File: config.mk
export PLATFORM = sky130hd
export DESIGN_NAME = throttle_position_conditioner
export DESIGN_NICKNAME = d
export VERILOG_FILES = /design/src/rtl/tpc_pkg.sv /design/src/rtl/tpc_div.sv /design/src/rtl/tpc_avg.sv /design/src/rtl/throttle_position_conditioner.sv
export SDC_FILE = /design/constraint.sdc
export NUM_CORES = 1
export LEC_CHECK = 0
export ABC_AREA = 1
export BUFFER_PORTS_ARGS = -buffer_cell sky130_fd_sc_hd__buf_2
export CORE_ASPECT_RATIO = 0.75
export CORE_MARGIN = 2
export CORE_UTILIZATION = 55
export DETAILED_ROUTE_END_ITERATION = 6
export GPL_TIMING_DRIVEN = 0
export PLACE_DENSITY = 0.72
export SKIP_LAST_GASP = 1
export SLEW_MARGIN = 20
export SYNTH_ARGS = -nofsm -noshare
export SYNTH_HDL_FRONTEND = slang
export SYNTH_SLANG_ARGS = --single-unit
File: constraint.sdc
create_clock -name clk -period 7.85 [get_ports clk]
set_input_delay 2.355 -clock clk [delete_from_list [all_inputs] [get_ports clk]]
set_output_delay 2.355 -clock clk [all_outputs]
set_load 0.02 [all_outputs]
File: src/rtl/tpc_pkg.sv
// Shared constants and types for the throttle position conditioner.
// Depends on nothing; every other file in rtl/ imports it.
`default_nettype none

package tpc_pkg;

  // Result scale: 0 full reverse, 500 neutral, 1000 full forward.
  localparam int unsigned PM_W       = 10;
  localparam int unsigned NEUTRAL    = 500;
  localparam int unsigned FULL_SCALE = 1000;

  // Defaults for the top-level parameters.
  localparam int unsigned AVERAGE_DEPTH_DEF = 16;
  localparam int unsigned SAMPLE_BITS_DEF   = 12;

  // Calibration register file.
  localparam int unsigned NUM_REGS  = 8;
  localparam int unsigned CFG_IDX_W = 3;

  localparam logic [CFG_IDX_W-1:0] REG_PORT_RMAX = 3'd0;
  localparam logic [CFG_IDX_W-1:0] REG_PORT_RMIN = 3'd1;
  localparam logic [CFG_IDX_W-1:0] REG_PORT_FMIN = 3'd2;
  localparam logic [CFG_IDX_W-1:0] REG_PORT_FMAX = 3'd3;
  localparam logic [CFG_IDX_W-1:0] REG_STBD_RMAX = 3'd4;
  localparam logic [CFG_IDX_W-1:0] REG_STBD_RMIN = 3'd5;
  localparam logic [CFG_IDX_W-1:0] REG_STBD_FMIN = 3'd6;
  localparam logic [CFG_IDX_W-1:0] REG_STBD_FMAX = 3'd7;

  localparam int unsigned RMAX_RESET = 0;
  localparam int unsigned RMIN_RESET = 1900;
  localparam int unsigned FMIN_RESET = 2200;
  localparam int unsigned FMAX_RESET = 4095;

  // Commands from the sequencer to the averaging memory.
  typedef struct packed {
    logic rd;    // read the oldest ring entry
    logic push;  // replace the oldest entry and update the running sum
  } avg_cmd_t;

endpackage

`default_nettype wire

File: src/rtl/tpc_div.sv
// Restoring divider that produces a 10-bit quotient, one bit per cycle.
// Uses tpc_pkg for the quotient width. The caller guarantees num < den * 1024.
`default_nettype none

module tpc_div #(
  parameter int unsigned NUM_W = 22,
  parameter int unsigned DEN_W = 12
) (
  input  wire logic                      clk,
  input  wire logic                      rst_n,
  input  wire logic                      start,
  input  wire logic [NUM_W-1:0]          num,
  input  wire logic [DEN_W-1:0]          den,
  output logic                           done,
  output logic [tpc_pkg::PM_W-1:0]       quot
);
  import tpc_pkg::*;

  localparam int unsigned CNT_W = $clog2(PM_W + 1);

  logic [DEN_W-1:0] rem_r, rem_nxt;
  logic [DEN_W-1:0] den_r;
  logic [PM_W-1:0]  lo_r, lo_nxt;
  logic [CNT_W-1:0] cnt_r, cnt_nxt;
  logic             done_r, done_nxt;
  logic [DEN_W:0]   trial;
  logic             ge;

  assign trial = {rem_r, lo_r[PM_W-1]};
  assign ge    = trial >= {1'b0, den_r};

  always_comb begin
    rem_nxt  = rem_r;
    lo_nxt   = lo_r;
    cnt_nxt  = cnt_r;
    done_nxt = 1'b0;
    if (start) begin
      // The upper part of the numerator is already below the divisor.
      rem_nxt = DEN_W'(num >> PM_W);
      lo_nxt  = num[PM_W-1:0];
      cnt_nxt = CNT_W'(PM_W);
    end else if (cnt_r != '0) begin
      rem_nxt  = ge ? DEN_W'(trial - {1'b0, den_r}) : DEN_W'(trial);
      lo_nxt   = {lo_r[PM_W-2:0], ge};
      cnt_nxt  = cnt_r - 1'b1;
      done_nxt = (cnt_r == CNT_W'(1));
    end
  end

  always_ff @(posedge clk) begin
    if (!rst_n) begin
      cnt_r  <= '0;
      done_r <= 1'b0;
    end else begin
      cnt_r  <= cnt_nxt;
      done_r <= done_nxt;
    end
  end

  always_ff @(posedge clk) begin
    rem_r <= rem_nxt;
    lo_r  <= lo_nxt;
    if (start) begin
      den_r <= den;
    end
  end

  assign done = done_r;
  assign quot = lo_r;

endmodule

`default_nettype wire

File: src/rtl/tpc_avg.sv
// Moving-average history: ring memory, running sum and oldest-slot pointer.
// Uses tpc_pkg for the command struct and the neutral value.
`default_nettype none

module tpc_avg #(
  parameter int unsigned AVERAGE_DEPTH = 16,
  parameter int unsigned SUM_W         = 14
) (
  input  wire logic                        clk,
  input  wire logic                        rst_n,
  input  wire tpc_pkg::avg_cmd_t           cmd,
  input  wire logic [tpc_pkg::PM_W-1:0]    pm,
  output logic [SUM_W-1:0]                 sum
);
  import tpc_pkg::*;

  localparam int unsigned SLOT_W = (AVERAGE_DEPTH > 1) ? $clog2(AVERAGE_DEPTH) : 1;

  logic [PM_W-1:0]   ring_mem [0:AVERAGE_DEPTH-1];
  logic [PM_W-1:0]   rd_q;
  logic [SLOT_W-1:0] slot_r, slot_nxt;
  logic              wrapped_r, wrapped_nxt;
  logic [SUM_W-1:0]  sum_r, sum_nxt;
  logic [PM_W-1:0]   oldest;

  // Until the pointer has gone once around, the oldest entry is taken as
  // neutral in place of the memory contents, so the memory needs no clearing pass.
  assign oldest = wrapped_r ? rd_q : PM_W'(NEUTRAL);

  always_comb begin
    slot_nxt    = slot_r;
    wrapped_nxt = wrapped_r;
    sum_nxt     = sum_r;
    if (cmd.push) begin
      sum_nxt = sum_r - SUM_W'(oldest) + SUM_W'(pm);
      if (slot_r == SLOT_W'(AVERAGE_DEPTH - 1)) begin
        slot_nxt    = '0;
        wrapped_nxt = 1'b1;
      end else begin
        slot_nxt = slot_r + 1'b1;
      end
    end
  end

  always_ff @(posedge clk) begin
    if (!rst_n) begin
      slot_r    <= '0;
      wrapped_r <= 1'b0;
      sum_r     <= SUM_W'(AVERAGE_DEPTH * NEUTRAL);
    end else begin
      slot_r    <= slot_nxt;
      wrapped_r <= wrapped_nxt;
      sum_r     <= sum_nxt;
    end
  end

  // The read is issued when a request is taken and the write-back follows in
  // the push state, after the clamp and scale steps, so a read never meets a pending write.
  always_ff @(posedge clk) begin
    if (cmd.rd) begin
      rd_q <= ring_mem[slot_r];
    end
  end

  always_ff @(posedge clk) begin
    if (cmd.push) begin
      ring_mem[slot_r] <= pm;
    end
  end

  assign sum = sum_r;

endmodule

`default_nettype wire

File: src/rtl/throttle_position_conditioner.sv
// Top level: calibration registers, clamp and scale sequencer, output register.
// Uses tpc_pkg, tpc_div and tpc_avg.
//
//   channel  dir  handshake             payload
//   in_      in   in_valid / in_ready   emergency_stop, select pins, two samples
//   out_     out  out_valid / out_ready position_per_mille, port_active
//   cfg_     in   cfg_we                cfg_index, cfg_data
//
// One request is worked on at a time: it is accepted, clamped, multiplied,
// divided by the 10-step scaling divider, pushed into the average and then
// loaded into the result register. A neutral or stopped request skips the
// divider. The mean is a multiply by the rounded-up reciprocal of the depth
// at the final load, and no new request is taken until that load is done.
// Reset is synchronous and needs no clearing pass: the ring reads as neutral
// until it has been filled once. A result still waiting on out_ready holds
// back the final load, and with it the next request.
`default_nettype none

module throttle_position_conditioner #(
  parameter int unsigned AVERAGE_DEPTH = tpc_pkg::AVERAGE_DEPTH_DEF,
  parameter int unsigned SAMPLE_BITS   = tpc_pkg::SAMPLE_BITS_DEF
) (
  input  wire logic                          clk,
  input  wire logic                          rst_n,
  input  wire logic                          in_valid,
  output logic                               in_ready,
  input  wire logic                          in_emergency_stop,
  input  wire logic                          in_stbd_select_pin,
  input  wire logic                          in_port_select_pin,
  input  wire logic [SAMPLE_BITS-1:0]        in_port_sample,
  input  wire logic [SAMPLE_BITS-1:0]        in_stbd_sample,
  output logic                               out_valid,
  input  wire logic                          out_ready,
  output logic [tpc_pkg::PM_W-1:0]           out_position_per_mille,
  output logic                               out_port_active,
  input  wire logic                          cfg_we,
  input  wire logic [tpc_pkg::CFG_IDX_W-1:0] cfg_index,
  input  wire logic [SAMPLE_BITS-1:0]        cfg_data
);
  import tpc_pkg::*;

  localparam int unsigned PROD_W = SAMPLE_BITS + PM_W;
  localparam int unsigned SUM_W  = $clog2(AVERAGE_DEPTH * FULL_SCALE + 1);
  localparam int unsigned NUM_W  = PROD_W;
  localparam int unsigned DEN_W  = SAMPLE_BITS;

  // Exact division of the running sum by the depth: sum * ceil(2^sh / depth) >> sh.
  localparam int unsigned     MEAN_SH  = SUM_W + $clog2(AVERAGE_DEPTH);
  localparam int unsigned     MEAN_W   = 2 * SUM_W + 1;
  localparam longint unsigned MEAN_MUL =
    ((64'd1 << MEAN_SH) + 64'(AVERAGE_DEPTH) - 64'd1) / 64'(AVERAGE_DEPTH);

  localparam logic [3:0] ST_IDLE  = 4'd0;
  localparam logic [3:0] ST_CLAMP = 4'd1;
  localparam logic [3:0] ST_MUL   = 4'd2;
  localparam logic [3:0] ST_DIVS  = 4'd3;
  localparam logic [3:0] ST_DIVW  = 4'd4;
  localparam logic [3:0] ST_PUSH  = 4'd5;
  localparam logic [3:0] ST_OUT   = 4'd6;

  logic [SAMPLE_BITS-1:0] cal_r [0:NUM_REGS-1];

  logic [3:0]             state_r, state_nxt;
  logic                   estop_r;
  logic                   port_r;
  logic [SAMPLE_BITS-1:0] v_r;
  logic                   neutral_r;
  logic [SAMPLE_BITS-1:0] diff_r;
  logic [SAMPLE_BITS-1:0] span_r;
  logic [PROD_W-1:0]      prod_r;
  logic [PM_W-1:0]        pm_r;
  logic                   out_valid_r;
  logic [PM_W-1:0]        out_pm_r;
  logic                   out_port_r;

  logic                   accept;
  logic [SAMPLE_BITS-1:0] rmax, rmin, fmin, fmax;
  logic [SAMPLE_BITS-1:0] vc;
  logic                   neutral_c;

  avg_cmd_t               avg_cmd;
  logic [SUM_W-1:0]       sum;
  logic [MEAN_W-1:0]      mean_prod;
  logic [PM_W-1:0]        mean_pm;
  logic                   div_start;
  logic [NUM_W-1:0]       div_num;
  logic [DEN_W-1:0]       div_den;
  logic                   div_done;
  logic [PM_W-1:0]        div_quot;
  logic                   out_load;

  assign in_ready = (state_r == ST_IDLE);
  assign accept   = in_valid && in_ready;
  assign out_load = (state_r == ST_OUT) && (!out_valid_r || out_ready);

  assign mean_prod = MEAN_W'(sum) * MEAN_W'(MEAN_MUL);
  assign mean_pm   = PM_W'(mean_prod >> MEAN_SH);

  // Calibration registers.
  always_ff @(posedge clk) begin
    if (!rst_n) begin
      cal_r[REG_PORT_RMAX] <= SAMPLE_BITS'(RMAX_RESET);
      cal_r[REG_PORT_RMIN] <= SAMPLE_BITS'(RMIN_RESET);
      cal_r[REG_PORT_FMIN] <= SAMPLE_BITS'(FMIN_RESET);
      cal_r[REG_PORT_FMAX] <= SAMPLE_BITS'(FMAX_RESET);
      cal_r[REG_STBD_RMAX] <= SAMPLE_BITS'(RMAX_RESET);
      cal_r[REG_STBD_RMIN] <= SAMPLE_BITS'(RMIN_RESET);
      cal_r[REG_STBD_FMIN] <= SAMPLE_BITS'(FMIN_RESET);
      cal_r[REG_STBD_FMAX] <= SAMPLE_BITS'(FMAX_RESET);
    end else if (cfg_we) begin
      cal_r[cfg_index] <= cfg_data;
    end
  end

  assign rmax = port_r ? cal_r[REG_PORT_RMAX] : cal_r[REG_STBD_RMAX];
  assign rmin = port_r ? cal_r[REG_PORT_RMIN] : cal_r[REG_STBD_RMIN];
  assign fmin = port_r ? cal_r[REG_PORT_FMIN] : cal_r[REG_STBD_FMIN];
  assign fmax = port_r ? cal_r[REG_PORT_FMAX] : cal_r[REG_STBD_FMAX];

  // A clamped reading is never tested against the neutral band.
  always_comb begin
    vc        = v_r;
    neutral_c = estop_r || (fmax <= rmax);
    if (v_r < rmax) begin
      vc = rmax;
    end else if (v_r > fmax) begin
      vc = fmax;
    end else if ((v_r > rmin) && (v_r < fmin)) begin
      neutral_c = 1'b1;
    end
  end

  always_comb begin
    state_nxt    = state_r;
    avg_cmd.rd   = 1'b0;
    avg_cmd.push = 1'b0;
    div_start    = 1'b0;
    div_num      = NUM_W'(prod_r);
    div_den      = DEN_W'(span_r);
    case (state_r)
      ST_IDLE: begin
        if (accept) begin
          avg_cmd.rd = 1'b1;
          state_nxt  = ST_CLAMP;
        end
      end
      ST_CLAMP: begin
        state_nxt = ST_MUL;
      end
      ST_MUL: begin
        state_nxt = neutral_r ? ST_PUSH : ST_DIVS;
      end
      ST_DIVS: begin
        div_start = 1'b1;
        state_nxt = ST_DIVW;
      end
      ST_DIVW: begin
        if (div_done) begin
          state_nxt = ST_PUSH;
        end
      end
      ST_PUSH: begin
        avg_cmd.push = 1'b1;
        state_nxt    = ST_OUT;
      end
      ST_OUT: begin
        if (out_load) begin
          state_nxt = ST_IDLE;
        end
      end
      default: begin
        state_nxt = ST_IDLE;
      end
    endcase
  end

  always_ff @(posedge clk) begin
    if (!rst_n) begin
      state_r     <= ST_IDLE;
      out_valid_r <= 1'b0;
    end else begin
      state_r <= state_nxt;
      if (out_load) begin
        out_valid_r <= 1'b1;
      end else if (out_ready) begin
        out_valid_r <= 1'b0;
      end
    end
  end

  always_ff @(posedge clk) begin
    if (accept) begin
      estop_r <= in_emergency_stop;
      // Port only when starboard is deselected and port is selected.
      port_r  <= in_stbd_select_pin && !in_port_select_pin;
      v_r     <= (in_stbd_select_pin && !in_port_select_pin) ? in_port_sample
                                                              : in_stbd_sample;
    end
    if (state_r == ST_CLAMP) begin
      neutral_r <= neutral_c;
      diff_r    <= vc - rmax;
      span_r    <= fmax - rmax;
    end
    if (state_r == ST_MUL) begin
      prod_r <= PROD_W'(diff_r) * PROD_W'(FULL_SCALE);
      if (neutral_r) begin
        pm_r <= PM_W'(NEUTRAL);
      end
    end
    if ((state_r == ST_DIVW) && div_done) begin
      pm_r <= div_quot;
    end
    if (out_load) begin
      out_pm_r   <= mean_pm;
      out_port_r <= port_r && !estop_r;
    end
  end

  tpc_div #(
    .NUM_W (NUM_W),
    .DEN_W (DEN_W)
  ) u_div (
    .clk   (clk),
    .rst_n (rst_n),
    .start (div_start),
    .num   (div_num),
    .den   (div_den),
    .done  (div_done),
    .quot  (div_quot)
  );

  tpc_avg #(
    .AVERAGE_DEPTH (AVERAGE_DEPTH),
    .SUM_W         (SUM_W)
  ) u_avg (
    .clk   (clk),
    .rst_n (rst_n),
    .cmd   (avg_cmd),
    .pm    (pm_r),
    .sum   (sum)
  );

  assign out_valid              = out_valid_r;
  assign out_position_per_mille = out_pm_r;
  assign out_port_active        = out_port_r;

endmodule

`default_nettype wire
==> results by group, run 1 <==
Status
  – Status: finished, violations left
  – Failing checks: DRC

Clocking
  – CTS tree: built
  – Clock buffer depth: 3
  – Root Driver: clkbuf_16
  – Htree depth: 2
  – Worst skew pair latency: 550 ps
  – Hold-fix buffers, CTS: 0
  – Num CTS Buffers: 40
  – Sink Count: about 400
  – Clock transition at path regs: about 70 ps
  – Setup bufs post-CTS: 0
  – Post-CTS resize count: 0

Min path
  – Worst hold path type: reg -> reg
  – Worst Hold End: u_div.den_r[9]
  – Hold path startpoint: div_den[9]
  – Hold path cells: 0

Finish
  – Final net count: 2,363
  – Cell area after layout: 23,800 µm²
  – Area occupied by multi-input gates: about 8500 µm²
  – Finished Layout Cells: 2,663
  – Syn-to-layout area delta: 10.9%
  – Filler Cell Count: 2,999
  – Register area: 11,900 µm²
  – Diode count: 0
  – Layout cells sized above 1: 0.0893

Placement
  – Placed cell areas: ~23,000 µm²
  – Pre-CTS setup slack: 3040 ps
  – GPL Wtd Cong: between 0.9 and 1
  – Port Buffers: between 50 and 60
  – Post-DP HPWL: 37.3 mm
  – Dpl cells: 2,591

Timing
  – Final Max Slew Viols: 0
  – Final hold viol count: 0
  – Setup tns final: 0 ps
  – Unrepaired setup endpoints after global routing: no
  – Final Skew: 12.1 ps
  – Minimum clock period after layout: 4870 ps
  – Fmax: between 200 and 250 MHz
  – Count of final setup violators: 0
  – Final worst slack: 2980 ps
  – Final period util: 0.620
  – Slew @ Worst Pin: 1070 ps
  – Slew margin rel.: 0.281

Logic synthesis
  – Synth Warn #: 0
  – Post-synth top flop: edfxtp_1
  – FF+latch count, synth: about 410
  – Syn nets: around 2,300
  – Asr flop ratio synth: 0
  – Seq/Total Area, Yosys: 0.556
  – Cell count after synthesis: 2,016
  – Cell variety after synth: roughly 50
  – Average size of a mapped cell: 10.7 µm²
  – Synthesized cell area: 21,500 µm²
  – EDFF count, synth: 379

Setup path
  – Crit-path cells: inv_2 > clkbuf_1 > or2_0 > o21ai_0 > ha_1 > nand2_1 > inv_1 > nand2_1 > nor2_1 > nand4_1 > nand2_2 > inv_1 > clkbuf_2 > o21ai_1 > o21ai_0 > ha_1 > nand2_1 > nor3_1 > nor2_1 > o21ai_0 > nand3_1 > nand2_1 > xor2_1
  – Slowest stage delay, CP: 450 ps
  – CP startpoint: port_r
  – Bufs and invs on worst path: 5
  – CP endpoint kind: flop
  – Crit-path slowest cell: edfxtp_1
  – Reg-to-reg setup timing slack: approximately 3000 ps
  – Cell family with most CP delay: simple AND/OR/NAND/NOR gates
  – R2R cell count: 23
  – Critical setup path kind: reg -> reg
  – Worst Path Max Fanout: 10
  – Most common cell on crit path: nand2_1
  – Required @ worst endpoint: between 8000 and 9000 ps
  – R2r endpoint: diff_r[9]
  – Worst r2r src: port_r
  – Worst Setup Start Kind: flop
  – Worst EP arrival: 5230 ps

Global route
  – Pin count of the biggest net entering global routing: 26
  – Antenna violations before repair: 0
  – Vias in the first global route: 14,500
  – Grt ovf: 0
  – All-layer global routing usage: 0.257
  – First-pass GRT wire length: 80.1 mm

Floorplanning
  – Die area: 40,700 µm²
  – Core Area: 38,400 µm²
  – Placement Rows: 62
  – Horiz. Die Dim: 232 µm
  – Chip height: 175 µm
  – IO Count: 60
  – Starting Density: 0.560

Route
  – Iter 0 DRT Violations: 1,648
  – Routed wire per std cell: 19.3 µm
  – DR vias/cell: 5.66
  – Via count: 15,100
  – Final WL: ~51 mm
  – Remaining DRCs: 6
  – Final ANT Viol Nets: 0
  – DRT Pass-1 Iters: 7

Job
  – Max-Cap Viols: 0
-- cells in the mapped netlist, types with 12 or more instances --
master    number  area (µm²)
edfxtp_1     379       11400
nand2_1      337        1260
nor2_1       234         878
inv_1        209         785
o21ai_0      153         766
ha_1         144        1800
a21oi_1       86         430
nand3_1       60         300
fa_1          51        1020
o22ai_1       41         257
clkbuf_1      38         143
mux2i_1       31         310
xor2_1        29         254
dfxtp_1       28         561
o21ai_1       23         115
nand4_1       22         138
xnor2_1       20         175
o21ai_2       13         114
buf_2         12        60.1
or2_0         12        75.1
or2_2         12        75.1
-- cell families (layout without fill, tap and decap cells) --
kind of cell	after synthesis	after routing	synth area share
fa+ha+maj	195	195	0.131
buf+inv	277	412	0.0511
flops	407	407	0.556
compound gates	352	352	0.0907
xor+xnor	49	49	0.0200
simple gates	705	705	0.137
mux	31	31	0.0144
-- sequential cells by signal, indices dropped and copies added, names as in the netlist, 12 cells and up --
| name | flops |
|---|---|
| u_avg.ring_mem | 160 |
| cal_r | 96 |
| div_num | 19 |
| u_avg.sum | 14 |
| diff_r | 12 |
| div_den | 12 |
| u_div.den_r | 12 |
| u_div.rem_r | 12 |
| v_r | 12 |
-- stage by stage --
| step | util | hold slack (ps) |
|---|---|---|
| after floorplan | - | 400 |
| after global placement | 0.584 | 403 |
| after detailed placement | 0.586 | 405 |
| after CTS | 0.621 | 420 |
| after global routing | 0.621 | 430 |
| final | 0.621 | 421 |
-- how the worst max path moves through the flow --
stage,end,slack (ps),cells past startpoint
detailed placement,diff_r[9],3040,21
finish,diff_r[9],2980,23
CTS,diff_r[9],3040,21
global placement,v_r[6],2970,3
global route,diff_r[9],2540,23
floorplan,div_num[18],3800,13
-- metal layers --
metal  up-vias  share of wire  GRT usage
li1       7156              -          -
met1      7227           0.46      0.395
met2       615           0.43      0.378
met3        79          0.090     0.0455
met4         0          0.022     0.0638
met5         -              0          0
-- final cells by class --
class | instances | share of cell area
Clock buffer | 48 | 0.0446
Clock inverter | 24 | 0.0112
Inverter | 219 | 0.0346
Timing Repair Buffer | 63 | 0.0148
Multi-Input combinational cell | 1332 | 0.355
Sequential cell | 407 | 0.501
Tap cell | 512 | 0.0269
Buffer | 58 | 0.0114
-- layout by cell type, fill, tap and decap left out, types with 5 or more instances in the layout --
| cell | n |
|---|---|
| inv_2 | 6 |
| o21ai_1 | 26 |
| clkbuf_16 | 41 |
| clkbuf_1 | 44 |
| nor2_1 | 230 |
| o21ai_0 | 150 |
| o21bai_1 | 5 |
| mux2i_1 | 31 |
| clkinv_1 | 8 |
| fa_1 | 51 |
| a21oi_1 | 86 |
| a21o_1 | 9 |
| edfxtp_1 | 379 |
| clkinv_2 | 12 |
| inv_1 | 209 |
| o21ai_2 | 13 |
| o22ai_1 | 41 |
| nand3_1 | 60 |
| nand2_1 | 337 |
| nor3_1 | 7 |
| xnor2_1 | 20 |
| xor2_1 | 29 |
| dfxtp_1 | 28 |
| or2_0 | 12 |
| buf_2 | 71 |
| bufinv_16 | 6 |
| a31oi_1 | 5 |
| ha_1 | 144 |
| or2_2 | 12 |
| nand2_2 | 5 |
| nand4_1 | 22 |
Power of run 1 is left out: the tool's default activity adds up to more than one toggle a clock period on the data nets, which glitch-free logic cannot reach.
==> inputs of run 2 (changes only) <==
--- a/config.mk
+++ b/config.mk
@@ -12,7 +12,7 @@
 export CORE_UTILIZATION = 55
 export DETAILED_ROUTE_END_ITERATION = 6
 export GPL_TIMING_DRIVEN = 0
-export PLACE_DENSITY = 0.72
+export PLACE_DENSITY = 0.74
 export SKIP_LAST_GASP = 1
 export SLEW_MARGIN = 20
 export SYNTH_ARGS = -nofsm -noshare
==> constraint.sdc (replaced) <==
create_clock -name clk -period 4 [get_ports clk]
set_input_delay 1.2 -clock clk [delete_from_list [all_inputs] [get_ports clk]]
set_output_delay 1.2 -clock clk [all_outputs]
set_load 0.02 [all_outputs]
==> results by group, run 2 (synthesis gave the netlist of run 1 again) <==
Floorplanning
  – Core Area: 38,400 µm² (unchanged)
  – Chip height: 175 µm (unchanged)
  – Starting Density: 0.560 (unchanged)
  – Horiz. Die Dim: 232 µm (unchanged)
  – Placement Rows: 62 (unchanged)
  – Die area: 40,700 µm² (unchanged)
  – IO Count: 60 (unchanged)

Clocking
  – Clock transition at path regs: 70 ps (about the same)
  – Root Driver: clkbuf_16
  – Clock buffer depth: 3 (unchanged)
  – CTS tree: built
  – Num CTS Buffers: 39 (-2.5%)
  – Htree depth: 2 (unchanged)
  – Sink Count: 407 (unchanged)
  – Worst skew pair latency: 540 ps (about the same)

Route
  – Wl on met1: 23.2 mm (-1.1%)
  – WL met2: 23.6 mm (+7.2%)
  – DR vias/cell: 5.66 (about the same)
  – Metal3 WL: 4.95 mm (+6.6%)
  – Highest Signal Layer: met4
  – Via count: 15,300 (+1.4%)
  – Iter 0 DRT Violations: 1,440 (-13%)
  – Routed wire per std cell: 19.6 µm (+1.8%)
  – Final WL: 53.0 mm (+3.3%)
  – DRT Pass-1 Iters: 5 (-2)
  – Final ANT Viol Nets: 0 (unchanged)
  – Remaining DRCs: 0 (-6)

Timing
  – Final Max Slew Viols: 0 (unchanged)
  – Final worst slack: -9.56 ps (-2990 ps)
  – Slew @ Worst Pin: 1070 ps (-9.66 ps)
  – Fmax: 249 MHz (+21%)
  – Slew margin rel.: 0.287 (+0.00646)
  – Count of final setup violators: 1 (+1)
  – Final period util: 1.00 (+0.382)
  – Final hold viol count: 0 (unchanged)
  – Hold WS: 424 ps (+3.53 ps)
  – Final Skew: 21.1 ps (+8.96 ps)
  – Unrepaired setup endpoints after global routing: yes
  – Minimum clock period after layout: 4010 ps (-857 ps)

Placement
  – Dpl cells: 2,591 (unchanged)
  – Post-DP HPWL: 37.4 mm (+0.41%)
  – Pre-CTS setup slack: -643 ps (-3690 ps)
  – GPL Wtd Cong: 0.935 (-2.4%)
  – Port Buffers: 59 (unchanged)

Finish
  – Area occupied by multi-input gates: 8850 µm² (+4.5%)
  – Most common cell after layout, fill and taps aside: edfxtp_1
  – Filler Cell Count: 2,900 (-3.3%)
  – Core Util, Final: 0.639 (+0.0180)
  – Layout cells sized above 1: 0.134 (+0.0445)
  – Reg with most FFs: u_avg.ring_mem
  – Final net count: 2,403 (+1.7%)
  – Most frequent cells in the layout: 379 x edfxtp_1, 336 x nand2_1, 227 x nor2_1
  – Finished Layout Cells: 2,702 (+1.5%)
  – Register area: 11,900 µm² (unchanged)
  – Largest register FFs: 160 (unchanged)
  – Diode count: 0 (unchanged)
  – Syn-to-layout area delta: 14.1%

Global route
  – All-layer global routing usage: 0.262 (+0.00504)
  – Vias in the first global route: 15,100 (+4.5%)
  – Antenna violations before repair: 0 (unchanged)
  – First-pass GRT wire length: 82.0 mm (+2.4%)
  – Grt ovf: 0 (unchanged)
  – Pin count of the biggest net entering global routing: 26 (unchanged)

Min path
  – Hold path cells: 0 (unchanged)
  – Worst hold path type: reg -> reg

Setup path
  – Required @ worst endpoint: 4290 ps (-3920 ps)
  – Worst Setup Start Kind: flop
  – R2R cell count: 14 (-39%)
  – CP endpoint kind: flop
  – Worst Path Max Fanout: 5 (-5)
  – Critical setup path kind: reg -> reg
  – Worst EP arrival: 4300 ps (-930 ps)

Status
  – Status: finished, violations left
  – Failing checks: setup timing

Job
  – Max-Cap Viols: 0 (unchanged)
[run 2: cell count changes in the layout (fill, tap and decap cells not counted), moves of 10 or more]
cell,before,now
o21ai_0,150,131
o21ai_2,13,26
ha_1,144,133
buf_4,4,44
a21oi_1,86,76
inv_1,209,199
[run 2: area by class of cell]
cell class                 instances  share of cell area
sequential                       407               0.487
timing repair buffer             104              0.0269
inverter                         219              0.0337
buffer                            58              0.0129
clock buffer                      50              0.0432
multi-input combinational       1332               0.361
tap                              512              0.0261
clock inverter                    20             0.00908
[run 2: through the flow]
step | instance area [µm²] | TNS [ps]
after CTS | 24100 | 0
after global routing | 24500 | -705
after global placement | 22400 | -5130
final | 24500 | -9.56
after detailed placement | 22500 | -5360
after floorplan | 21500 | 0
[run 2: critical path: stages (launching register included)]
cell and delay (ps):
edfxtp_1 400, buf_6 140, fa_1 550, inv_2 40, fa_1 460, fa_1 510, inv_2 40, fa_1 560
ha_4 250, a21oi_4 150, o21ai_2 60, nand2_1 70, nand4_1 190, buf_4 200, xor2_1 140
[run 2: worst paths after layout]
path,startpoint,end,slack (ps)
setup / recovery,diff_r[3],div_num[17],-10
hold / removal,div_den[9],u_div.den_r[9],420
setup reg to reg,diff_r[3],div_num[17],-10
hold reg to reg,div_den[9],u_div.den_r[9],420
[run 2: timing repair]
| action | CTS | global route |
|---|---|---|
| endpoints found under the setup margin | 19 | 19 |
| hold buffers | 0 | 0 |
| pin swaps | 17 | 30 |
| resized for setup | 54 | 62 |
| setup buffers | 19 | 22 |
[run 2: routing by layer]
metal / track usage / vias up
met1: 0.373 / 7344
met4: 0.0708 / 0
met3: 0.0646 / 92
met2: 0.403 / 617
met5: 0 / -
li1: - / 7238
Power of run 2 is left out for the same reason.
==> inputs of run 3 (changes only) <==
--- a/config.mk
+++ b/config.mk
@@ -12,7 +12,7 @@
 export CORE_UTILIZATION = 55
 export DETAILED_ROUTE_END_ITERATION = 6
 export GPL_TIMING_DRIVEN = 0
-export PLACE_DENSITY = 0.74
+export PLACE_DENSITY = 0.81
 export SKIP_LAST_GASP = 1
 export SLEW_MARGIN = 20
 export SYNTH_ARGS = -nofsm -noshare
==> results by group, run 3 (synthesis gave the netlist of run 1 again) <==
Status
  – Status: complete, no violations

Setup path
  – Worst Setup Start Kind: flop
  – Worst EP arrival: 4290 ps (about the same)
  – CP endpoint kind: flop
  – Worst Path Max Fanout: 4 (-1)
  – Required @ worst endpoint: 4300 ps (about the same)
  – Critical setup path kind: reg -> reg

Finish
  – Diode count: 0 (unchanged)
  – Register area: 11,900 µm² (unchanged)
  – Largest register FFs: 160 (unchanged)
  – Final net count: 2,400 (-0.12%)
  – Finished Layout Cells: 2,701 (-0.037%)
  – Cell area after layout: 24,600 µm² (+0.34%)
  – Syn-to-layout area delta: 14.5%
  – Most frequent cells in the layout: 379 x edfxtp_1, 335 x nand2_1, 226 x nor2_1
  – Reg with most FFs: u_avg.ring_mem
  – Area occupied by multi-input gates: 8920 µm² (+0.71%)
  – Filler Cell Count: 2,817 (-2.9%)
  – Most common cell after layout, fill and taps aside: edfxtp_1
  – Layout cells sized above 1: 0.138 (+0.00463)

Placement
  – Post-DP HPWL: 37.0 mm (-1.3%)
  – Dpl cells: 2,591 (unchanged)
  – GPL Wtd Cong: 0.917 (-1.9%)
  – Port Buffers: 59 (unchanged)
  – Placed cell areas: 22,500 µm² (about the same)

Floorplanning
  – Horiz. Die Dim: 232 µm (unchanged)
  – IO Count: 60 (unchanged)
  – Placement Rows: 62 (unchanged)
  – Starting Density: 0.560 (unchanged)
  – Die area: 40,700 µm² (unchanged)
  – Chip height: 175 µm (unchanged)
  – Core Area: 38,400 µm² (unchanged)

Route
  – Remaining DRCs: 0 (unchanged)
  – Via count: 15,500 (+1.1%)
  – Final WL: 53.1 mm (+0.30%)
  – DR vias/cell: 5.72 (+1.1%)
  – Routed wire per std cell: 19.7 µm (+0.34%)
  – Iter 0 DRT Violations: 1,649 (+15%)
  – Final ANT Viol Nets: 0 (unchanged)
  – DRT Pass-1 Iters: 7 (+2)

Global route
  – All-layer global routing usage: 0.261 (-0.000640)
  – Grt ovf: 0 (unchanged)
  – Antenna violations before repair: 0 (unchanged)
  – First-pass GRT wire length: 82.1 mm (about the same)
  – Pin count of the biggest net entering global routing: 26 (unchanged)
  – Vias in the first global route: 15,200 (+0.21%)

Job
  – Max-Cap Viols: 0 (unchanged)

Clocking
  – Root Driver: clkbuf_16
  – CTS tree: built
  – Num CTS Buffers: 40 (+2.6%)
  – Worst skew pair latency: 560 ps (+20 ps)
  – Sink Count: 407 (unchanged)
  – Htree depth: 2 (unchanged)
  – Hold-fix buffers, CTS: 0 (unchanged)
  – Clock buffer depth: 3 (unchanged)
  – Clock transition at path regs: 70 ps (about the same)

Timing
  – Minimum clock period after layout: 3990 ps (-18.9 ps)
  – Slew margin rel.: 0.314 (+0.0263)
  – Final period util: 0.998 (-0.00472)
  – Unrepaired setup endpoints after global routing: yes
  – Fmax: 251 MHz (+0.47%)
  – Final hold viol count: 0 (unchanged)
  – Final Skew: 31.0 ps (+9.87 ps)
  – Count of final setup violators: 0 (-1)
  – Final Max Slew Viols: 0 (unchanged)
  – Slew @ Worst Pin: 1030 ps (-39.3 ps)

Min path
  – Worst hold path type: reg -> reg
[run 3: layer usage]
| layer | track usage | routed length [µm] |
|---|---|---|
| met5 | 0 | 0 |
| met4 | 0.0825 | 1380 |
| met3 | 0.0512 | 5100 |
| met2 | 0.399 | 24000 |
| met1 | 0.379 | 22600 |
[run 3: path summary, 6_finish.rpt]
kind	start	endpoint	slack [ps]	depth (start not counted)
worst max-delay path	diff_r[2]	div_num[17]	9	13
worst min-delay path	div_den[8]	u_div.den_r[8]	430	0
worst max register to register	diff_r[2]	div_num[17]	9	13
worst min register to register	div_den[8]	u_div.den_r[8]	430	0
[run 3: per-stage QoR]
step | setup WS, ps | utilization | hold WS, ps | setup TNS (ps)
final | 9.31 | 0.641 | 426 | 0
after CTS | -23.1 | 0.630 | 429 | -29.1
after detailed placement | -647 | 0.586 | 414 | -6180
after global placement | -643 | 0.584 | 407 | -5390
after floorplan | 25.3 | - | 400 | 0
after global routing | -163 | 0.641 | 452 | -1070
[run 3: cell type report]
type                    instances  share of cell area
flip-flops and latches        407               0.485
multi-input cells            1332               0.362
clock buffers                  49              0.0438
inverters                     219              0.0336
repair buffers                100              0.0264
well taps                     512              0.0260
plain buffers                  58              0.0131
clock inverters                24             0.00941
[run 3: timing repair]
| item | CTS | global route |
|---|---|---|
| setup endpoints to repair | 20 | 18 |
| hold endpoints to repair | 0 | 0 |
| gates cloned | 0 | 0 |
| buffers inserted | 20 | 17 |
| pin swaps | 15 | 30 |
| gates resized for setup | 62 | 80 |
[run 3: worst max-delay path: stages, from the launching register on]
cell	delay (ps)
edfxtp_1	480
fa_1	570
inv_2	50
fa_2	520
inv_2	40
fa_2	550
fa_1	460
ha_4	210
a21oi_4	150
o21ai_1	80
nand2_1	80
nand4_1	190
buf_4	200
xor2_2	140
Power of run 3 is left out for the same reason.
